File: src/hw/rtl/qvs_pkg.sv
// Shared types and constants for the quadrature velocity sampler.
// Holds the port words, controller/datapath command and status, and the step table.
// No dependencies.
`timescale 1ns / 1ps

package qvs_pkg;

    localparam int NUM_ENCODERS = 3;

    localparam logic [15:0] GAIN_RESET = 16'd256;
    localparam logic [15:0] X_COEF     = 16'd59310;
    localparam logic [15:0] Y_COEF     = 16'd59578;

    typedef struct packed {
        logic       command;
        logic [1:0] encoder_select;
        logic       level_a;
        logic       level_b;
    } in_word_t;

    typedef struct packed {
        logic [15:0] wheel_speed_one;
        logic [15:0] wheel_speed_two;
        logic [15:0] wheel_speed_three;
        logic [16:0] body_speed_x;
        logic [24:0] body_speed_y;
        logic [17:0] speed_sum;
    } out_word_t;

    typedef enum logic [1:0] {
        DIR_HOLD,
        DIR_UP,
        DIR_DOWN
    } dir_t;

    // Index is {previous A, previous B, new A, new B}.
    localparam dir_t STEP_TABLE [16] = '{
        DIR_HOLD, DIR_DOWN, DIR_UP,   DIR_HOLD,
        DIR_UP,   DIR_HOLD, DIR_HOLD, DIR_DOWN,
        DIR_DOWN, DIR_HOLD, DIR_HOLD, DIR_UP,
        DIR_HOLD, DIR_UP,   DIR_DOWN, DIR_HOLD
    };

    typedef enum logic [1:0] {
        S_IDLE,
        S_PROD,
        S_SPLIT,
        S_FINISH
    } state_t;

    typedef struct packed {
        logic edge_en;
        logic sample_en;
        logic prod_en;
        logic split_en;
        logic load_out;
    } cmd_t;

    typedef struct packed {
        logic out_free;
    } stat_t;

endpackage

File: src/hw/rtl/qvs_ctrl.sv
// Sequencer for the quadrature velocity sampler.
// Steps a sample word through product, split and finish; depends on qvs_pkg.
`timescale 1ns / 1ps

module qvs_ctrl
    import qvs_pkg::*;
(
    input  logic   clk,
    input  logic   rst_n,
    input  logic   in_valid,
    input  logic   command,
    output logic   in_stall,
    output cmd_t   cmd,
    input  stat_t  stat
);

    state_t state_reg;
    state_t state_next;

    always_ff @(posedge clk or negedge rst_n)
    begin
        if (!rst_n)
        begin
            state_reg <= S_IDLE;
        end
        else
        begin
            state_reg <= state_next;
        end
    end

    always_comb
    begin
        state_next = state_reg;
        unique case (state_reg)
            S_IDLE:
            begin
                if (in_valid && command)
                begin
                    state_next = S_PROD;
                end
            end
            S_PROD:
            begin
                state_next = S_SPLIT;
            end
            S_SPLIT:
            begin
                state_next = S_FINISH;
            end
            S_FINISH:
            begin
                if (stat.out_free)
                begin
                    state_next = S_IDLE;
                end
            end
            default:
            begin
                state_next = S_IDLE;
            end
        endcase
    end

    always_comb
    begin
        in_stall      = 1'b1;
        cmd           = '0;
        unique case (state_reg)
            S_IDLE:
            begin
                in_stall      = 1'b0;
                cmd.edge_en   = in_valid && !command;
                cmd.sample_en = in_valid && command;
            end
            S_PROD:
            begin
                cmd.prod_en = 1'b1;
            end
            S_SPLIT:
            begin
                cmd.split_en = 1'b1;
            end
            S_FINISH:
            begin
                cmd.load_out = stat.out_free;
            end
            default:
            begin
                in_stall = 1'b1;
            end
        endcase
    end

    a_sample_blocks: assert property (@(posedge clk) disable iff (!rst_n)
        cmd.sample_en |=> in_stall && cmd.prod_en)
        else $error("sample word did not start the product step");

    a_split_order: assert property (@(posedge clk) disable iff (!rst_n)
        (state_reg == S_SPLIT) |-> $past(state_reg) == S_PROD)
        else $error("split step entered out of order");

endmodule

File: src/hw/rtl/qvs_datapath.sv
// Counters, speed arithmetic and output register of the quadrature velocity sampler.
// Driven by qvs_ctrl commands; depends on qvs_pkg.
`timescale 1ns / 1ps

module qvs_datapath
    import qvs_pkg::*;
#(
    parameter int COUNT_WIDTH = 16
)
(
    input  logic        clk,
    input  logic        rst_n,
    input  in_word_t    in_word,
    input  logic        cfg_valid,
    input  logic [15:0] cfg_data,
    input  cmd_t        cmd,
    output stat_t       stat,
    output logic        out_valid,
    input  logic        out_stall,
    output out_word_t   out_word
);

    localparam int CW = COUNT_WIDTH;
    localparam int SW = ((CW > 16) ? CW : 16) + 2;
    localparam int MW = SW + 16;
    localparam int QW = SW + 8;

    localparam logic [CW-1:0] CMAX = {1'b0, {(CW-1){1'b1}}};
    localparam logic [CW-1:0] CMIN = {1'b1, {(CW-1){1'b0}}};

    logic [1:0]    prev_reg [NUM_ENCODERS];
    logic [1:0]    prev_next [NUM_ENCODERS];
    logic [CW-1:0] cnt_reg [NUM_ENCODERS];
    logic [CW-1:0] cnt_next [NUM_ENCODERS];
    logic [15:0]   gain_reg;
    logic [15:0]   gain_next;

    logic [15:0]   wheel_reg [NUM_ENCODERS];
    logic [17:0]   sum_reg;
    logic [SW-1:0] ax_reg;
    logic          nx_reg;
    logic [SW-1:0] ay_reg;
    logic          ny_reg;
    logic [MW-1:0] mx_reg;
    logic [MW-1:0] my_reg;
    logic [16:0]   x17_reg;
    logic          ny2_reg;
    logic [QW-1:0] phi_reg;
    logic [15:0]   plo_reg;

    logic          out_valid_reg;
    logic          out_valid_next;
    out_word_t     out_word_reg;

    logic [SW-1:0] ext [NUM_ENCODERS];
    logic [SW-1:0] dx;
    logic [SW-1:0] dy;
    logic [SW-1:0] sum_full;
    logic [1:0]    lv;
    dir_t          dir;
    logic [MW-1:0] rx;
    logic [MW-1:0] xs;
    logic [39:0]   lo_prod;
    logic [QW-1:0] ry;
    logic [QW-1:0] ys;

    assign lv = {in_word.level_a, in_word.level_b};

    // Edge counting: one encoder per word, saturating.
    always_comb
    begin
        dir = DIR_HOLD;
        for (int i = 0; i < NUM_ENCODERS; i++)
        begin
            prev_next[i] = prev_reg[i];
            cnt_next[i]  = cnt_reg[i];
            if (cmd.sample_en)
            begin
                cnt_next[i] = '0;
            end
            else if (cmd.edge_en && (in_word.encoder_select == 2'(i)))
            begin
                prev_next[i] = lv;
                dir          = STEP_TABLE[{prev_reg[i], lv}];
                case (dir)
                    DIR_UP:
                    begin
                        if (cnt_reg[i] != CMAX)
                        begin
                            cnt_next[i] = cnt_reg[i] + CW'(1);
                        end
                    end
                    DIR_DOWN:
                    begin
                        if (cnt_reg[i] != CMIN)
                        begin
                            cnt_next[i] = cnt_reg[i] - CW'(1);
                        end
                    end
                    default:
                    begin
                        cnt_next[i] = cnt_reg[i];
                    end
                endcase
            end
        end
    end

    assign gain_next = cfg_valid ? cfg_data : gain_reg;

    always_ff @(posedge clk or negedge rst_n)
    begin
        if (!rst_n)
        begin
            for (int i = 0; i < NUM_ENCODERS; i++)
            begin
                prev_reg[i] <= '0;
                cnt_reg[i]  <= '0;
            end
            gain_reg      <= GAIN_RESET;
            out_valid_reg <= 1'b0;
        end
        else
        begin
            for (int i = 0; i < NUM_ENCODERS; i++)
            begin
                prev_reg[i] <= prev_next[i];
                cnt_reg[i]  <= cnt_next[i];
            end
            gain_reg      <= gain_next;
            out_valid_reg <= out_valid_next;
        end
    end

    // Latch: sign-extend counts, form differences and the sum.
    always_comb
    begin
        for (int i = 0; i < NUM_ENCODERS; i++)
        begin
            ext[i] = {{(SW-CW){cnt_reg[i][CW-1]}}, cnt_reg[i]};
        end
        dx       = (ext[2] << 1) - ext[0] - ext[1];
        dy       = ext[1] - ext[0];
        sum_full = ext[0] + ext[1] + ext[2];
    end

    // Split: scale X, cut the Y product into high and low partial products.
    always_comb
    begin
        rx      = mx_reg >> 17;
        xs      = nx_reg ? (~rx + MW'(1)) : rx;
        lo_prod = 40'(my_reg[23:0]) * 40'(Y_COEF);
    end

    // Finish: join Y partial products and restore sign.
    always_comb
    begin
        ry = phi_reg + QW'(plo_reg);
        ys = ny2_reg ? (~ry + QW'(1)) : ry;
    end

    always_ff @(posedge clk)
    begin
        if (cmd.sample_en)
        begin
            for (int i = 0; i < NUM_ENCODERS; i++)
            begin
                wheel_reg[i] <= ext[i][15:0];
            end
            sum_reg <= sum_full[17:0];
            nx_reg  <= dx[SW-1];
            ax_reg  <= dx[SW-1] ? (~dx + SW'(1)) : dx;
            ny_reg  <= dy[SW-1];
            ay_reg  <= dy[SW-1] ? (~dy + SW'(1)) : dy;
        end
        if (cmd.prod_en)
        begin
            mx_reg <= MW'(ax_reg) * MW'(X_COEF);
            my_reg <= MW'(ay_reg) * MW'(gain_reg);
        end
        if (cmd.split_en)
        begin
            x17_reg <= xs[16:0];
            ny2_reg <= ny_reg;
            phi_reg <= QW'(my_reg[MW-1:24]) * QW'(Y_COEF);
            plo_reg <= lo_prod[39:24];
        end
        if (cmd.load_out)
        begin
            out_word_reg.wheel_speed_one   <= wheel_reg[0];
            out_word_reg.wheel_speed_two   <= wheel_reg[1];
            out_word_reg.wheel_speed_three <= wheel_reg[2];
            out_word_reg.body_speed_x      <= x17_reg;
            out_word_reg.body_speed_y      <= ys[24:0];
            out_word_reg.speed_sum         <= sum_reg;
        end
    end

    always_comb
    begin
        if (cmd.load_out)
        begin
            out_valid_next = 1'b1;
        end
        else
        begin
            out_valid_next = out_valid_reg && out_stall;
        end
    end

    assign stat.out_free = !out_valid_reg || !out_stall;
    assign out_valid     = out_valid_reg;
    assign out_word      = out_word_reg;

    a_counts_cleared: assert property (@(posedge clk) disable iff (!rst_n)
        cmd.sample_en |=> (cnt_reg[0] == '0) && (cnt_reg[1] == '0) && (cnt_reg[2] == '0))
        else $error("counters not cleared by sample");

    a_valid_from_load: assert property (@(posedge clk) disable iff (!rst_n)
        $rose(out_valid_reg) |-> $past(cmd.load_out))
        else $error("output valid without a load");

    a_no_overwrite: assert property (@(posedge clk) disable iff (!rst_n)
        cmd.load_out |-> (!out_valid_reg || !out_stall))
        else $error("pending result overwritten");

endmodule

File: src/hw/rtl/quadrature_velocity_sampler_top.sv
// Top level of the three-encoder quadrature velocity sampler.
// Instantiates qvs_ctrl and qvs_datapath; depends on qvs_pkg.
`timescale 1ns / 1ps

// An edge word (command 0) updates one encoder's x4 count in the cycle it is
// accepted and yields no result; encoder select three is dropped. A sample
// word (command 1) latches and clears the counts, then passes through the
// multiply, split and finish steps before the result word is loaded into the
// output register; no further word is taken until that load is done. Edge
// words keep flowing while a result waits in the output register; a sample
// waits in its finish step until that register is free. The gain register may
// be written at any cycle while the block is idle.
module quadrature_velocity_sampler_top
    import qvs_pkg::*;
#(
    parameter int COUNT_WIDTH = 16
)
(
    input  logic        clk,
    input  logic        rst_n,
    input  logic        in_valid,
    output logic        in_stall,
    input  in_word_t    in_word,
    output logic        out_valid,
    input  logic        out_stall,
    output out_word_t   out_word,
    input  logic        cfg_valid,
    output logic        cfg_ready,
    input  logic [15:0] cfg_data
);

    cmd_t  cmd;
    stat_t stat;

    assign cfg_ready = 1'b1;

    qvs_ctrl u_ctrl (
        .clk      (clk),
        .rst_n    (rst_n),
        .in_valid (in_valid),
        .command  (in_word.command),
        .in_stall (in_stall),
        .cmd      (cmd),
        .stat     (stat)
    );

    qvs_datapath #(
        .COUNT_WIDTH (COUNT_WIDTH)
    ) u_datapath (
        .clk       (clk),
        .rst_n     (rst_n),
        .in_word   (in_word),
        .cfg_valid (cfg_valid && cfg_ready),
        .cfg_data  (cfg_data),
        .cmd       (cmd),
        .stat      (stat),
        .out_valid (out_valid),
        .out_stall (out_stall),
        .out_word  (out_word)
    );

endmodule

File: config.mk
export PLATFORM = sky130hd
export DESIGN_NAME = quadrature_velocity_sampler_top
export DESIGN_NICKNAME = d
export VERILOG_FILES = /design/src/hw/rtl/qvs_pkg.sv /design/src/hw/rtl/qvs_ctrl.sv /design/src/hw/rtl/qvs_datapath.sv /design/src/hw/rtl/quadrature_velocity_sampler_top.sv
export SDC_FILE = /design/constraint.sdc
export NUM_CORES = 2
export LEC_CHECK = 0
export ABC_AREA = 1
export BUFFER_PORTS_ARGS = -buffer_cell sky130_fd_sc_hd__buf_2
export CAP_MARGIN = 10
export CELL_PAD_IN_SITES_DETAIL_PLACEMENT = 2
export CELL_PAD_IN_SITES_GLOBAL_PLACEMENT = 2
export CORE_MARGIN = 4
export CORE_UTILIZATION = 42
export CTS_BUF_LIST = sky130_fd_sc_hd__clkbuf_4 sky130_fd_sc_hd__clkbuf_8
export DETAILED_ROUTE_END_ITERATION = 6
export HOLD_SLACK_MARGIN = 0.06
export PLACE_DENSITY_LB_ADDON = 0.12
export SLEW_MARGIN = 20
export SYNTH_ARGS = -nofsm -noshare
export SYNTH_HDL_FRONTEND = slang
export SYNTH_SLANG_ARGS = --single-unit
File: constraint.sdc
create_clock -name clk -period 7.5 [get_ports clk]
set_input_delay 0.75 -clock clk [delete_from_list [all_inputs] [get_ports clk]]
set_output_delay 0.75 -clock clk [all_outputs]
set_load 0.05 [all_outputs]
==> results.txt <==
The run finished with clean final reports. The total number of yosys warnings came out at 0. STA classifies the critical path startpoint as a register. Setup violations remaining at the end of the flow were counted as 0. The cell repeated most along the worst path is fa_1. The final sum of negative setup slack is 0 ps. STA puts the critical path data required time at between 7000 and 8000 ps. In this run the post-CTS setup repair buffer count came out at 0. The worst register-to-register path has a depth of 19. The number of pins with negative max-slew slack in the final report is 0. The count of cells along the worst hold path came out at 2. The global-route usage over all layers came out at approximately a quarter. The pin count of the biggest net entering global routing came out at 61. The die is 339 µm wide.

The worst register-to-register path ends at u_datapath.my_reg[24]. The slack of the worst reg-to-reg path came out at between 900 and 1000 ps. The TritonCTS buffer count came out at 77.

The relative area change from synthesis to final layout is 8.39%. Setup repair after global routing left no endpoint under its margin. The clock latency on the worst-skew pair is between 700 and 800 ps. The highest attainable clock frequency is between 150 and 200 MHz. The core region is between 100000 and 150000 µm². The fraction of layout instances using a drive strength above 1 came out at 6.68%. The pin slew with the least headroom to its limit came out at 970 ps. The largest total area in the synthesized netlist belongs to fa_1. The die span in y came out at about 340 µm. The number of antenna violations at the first check in global routing came out at 3. The global placer's final weighted congestion is between 0.8 and 0.9.

The number of H-tree levels is 3. The clock passes through at most 3 buffers. Among all cell types in the netlist, the one instantiated most often is inv_1. The gate family responsible for the most delay along the worst path is adder cells. After clock tree synthesis, the flow added hold-fix buffers numbering 1. The cell area after synthesis is between 40000 and 50000 µm².

The worst slew slack as a fraction of its limit came out at 35.3%. The storage element area is 11500 µm². The post-route antenna net violation count is 0. The share of synthesized area in the top cell type comes to between 20% and 30%.

The synthesized netlist cell count came out at roughly 5100. The total routed wirelength came out at about 150 mm. The post-detailed-route DRC marker count is 0.

In this run, the number of DRC markers left after iteration 0 of detailed routing was between 1500 and 2000. The via count of the first global-routing pass is 41389. The net count after synthesis came out at 6247. Traced cell by cell, the critical path runs through nand2_1 -> inv_1 -> fa_1 -> inv_1 -> fa_1 -> fa_1 -> fa_1 -> inv_1 -> fa_1 -> fa_1 -> ha_1 -> nand2_1 -> nor2_1 -> inv_1 -> o21ai_1 -> a21boi_0 -> o21ai_1 -> o21ai_0 -> xnor2_1. The clock tree root driver cell is clkbuf_8. The number of gates given a new drive strength after cts came out at 0. For this run, the leading register cell type out of synthesis is edfxtp_1. For this block, the via count after detailed routing is roughly 35000. The kind of path behind the tightest hold check is in -> reg. The area occupied by multi-input gates came out at roughly 29000 µm². The number of top-level pins came out at roughly 140. The number of failing hold endpoints at the final stage came out at 0. The fill cell total of the finished layout is 11822. The worst endpoint data arrival time is between 6000 and 7000 ps.

In the post-synthesis netlist, the biggest area contributors are fa_1 (24%), edfxtp_1 (21%), ha_1 (16%), inv_1 (10%), nand2_1 (7.8%). The startpoint identified for the worst hold timing path is cfg_data[12]. The CTS sink count came out at approximately 400. The number of flip-flops in the largest register is 60. By count the netlist is led by inv_1 (1246), nand2_1 (958), ha_1 (584). The worst hold path terminates at u_datapath.gain_reg[12]. The detailed-router iteration count before antenna repair came out at 5. The largest fanout of any net on the critical path came out at 19. Dividing the detail-routed via count by the number of cells gives between 5 and 6.

The CTS tree is built. Sequential cells were found to cover 25.0% of the synthesized design area. The clock edge transition at the registers on the reported setup and hold paths is 60 ps. The synthesized flop and latch total is ~390. The total of max-cap violations is 0. The number of buffers inserted by port buffering is between 100 and 150. The critical path in this run is classified as reg -> reg.

The first global-routing pass estimated roughly 240 mm of wire. The area of the die came out at 115000 µm². The remaining global-route overflow came out at 0.

The row count came out at 120. The effective utilization at floorplan is a little over two fifths. The peak per-stage delay on the critical path came out at roughly 940 ps. The share of synthesized registers carrying an async set or reset is between 15 and 20%.

The placed wire-length estimate came out at between 100 and 150 mm. The worst setup path is captured at a register. The number of buffers and inverters on the critical path came out at 4. The synthesized area per cell is 9.01 µm². The shortest clock period the worst path allows after layout came out at between 6000 and 7000 ps.

The worst clock skew on the final layout is slightly above 50 ps. The routed wirelength normalized by instance count came out at ~23 µm. The master of the slowest instance on the critical path is dfrtp_1. The net total in the final layout came out at ~6400. The count of flip-flops with a built-in enable after synthesis is ~320.

Dividing the final minimum period by the clock period gives just under 90%. The number of distinct library cells after synthesis came out at between 50 and 60. The startpoint of the worst-slack reg-to-reg timing path is u_datapath.gain_reg[5].
worst reg2reg max path: cells and delay by family, from the launching register on:
family | cells | cell delay (ps)
AND/OR/NAND/NOR | 3 | 400
adder cells (fa/ha/maj) | 7 | 3330
AO/OA/AOI/OAI | 4 | 1100
buffers and inverters | 4 | 340
XOR/XNOR | 1 | 150
flip-flops | 1 | 940
logic make-up after synthesis:
logic type               synth area share (%)
adder cells (fa/ha/maj)                  39.6
AND/OR/NAND/NOR                          13.7
multiplexers                            0.393
flip-flops                               25.0
AO/OA/AOI/OAI                            6.15
other                                  0.0164
XOR/XNOR                                 4.13
buffers and inverters                    11.0
cells in the final DEF (no fill, tap or decap), types with 85 or more instances in the layout:
master    count
nand2_1     958
clkbuf_8     85
fa_1        543
o21ai_0     127
edfxtp_1    321
nor2_1      224
xor2_1      139
buf_2       134
nand3_1     162
ha_1        582
inv_1      1246
a21oi_1     221
routing by layer:
metal | track usage (%) | routed length (µm) | vias to the layer above
met5 | 0 | 0 | -
met4 | 7.78 | 4730 | 0
met3 | 4.20 | 6060 | 272
met2 | 47.8 | 76300 | 654
met1 | 33.4 | 65800 | 18114
li1 | - | - | 16202
metrics by stage:
step	setup WS (ps)	cells	hold WS, ps	cell area [µm²]	util [%]
after floorplan	869	5094	400	45900	-
after global placement	1340	6561	401	48100	44.6
after detailed placement	1090	6561	407	48100	44.6
after CTS	989	6700	191	49700	46.1
after global routing	652	6701	231	49700	46.1
final	990	6701	263	49700	46.1
layout make-up:
cell class	instances	area share [%]
Clock inverter	25	0.448
Clock buffer	113	2.77
Antenna cell	1	0.00503
Timing Repair Buffer	150	1.59
Inverter	1253	9.46
Tap cell	1403	3.53
Sequential cell	394	23.1
Multi-Input combinational cell	3362	59.1
worst max-delay path by stage:
stage / startpoint / to / slack [ps] / depth (start not counted)
finish: u_datapath.gain_reg[5] / u_datapath.my_reg[24] / 990 / 19
global route: u_datapath.gain_reg[5] / u_datapath.my_reg[24] / 650 / 19
CTS: u_datapath.gain_reg[1] / u_datapath.my_reg[24] / 990 / 17
detailed placement: u_datapath.gain_reg[1] / u_datapath.my_reg[24] / 1090 / 17
global placement: u_datapath.gain_reg[1] / u_datapath.my_reg[24] / 1340 / 17
floorplan: in_valid / u_datapath.cnt_reg[47] / 870 / 6
Power is left out: the tool's default activity adds up to more than one toggle a clock period on the data nets, which glitch-free logic cannot reach.
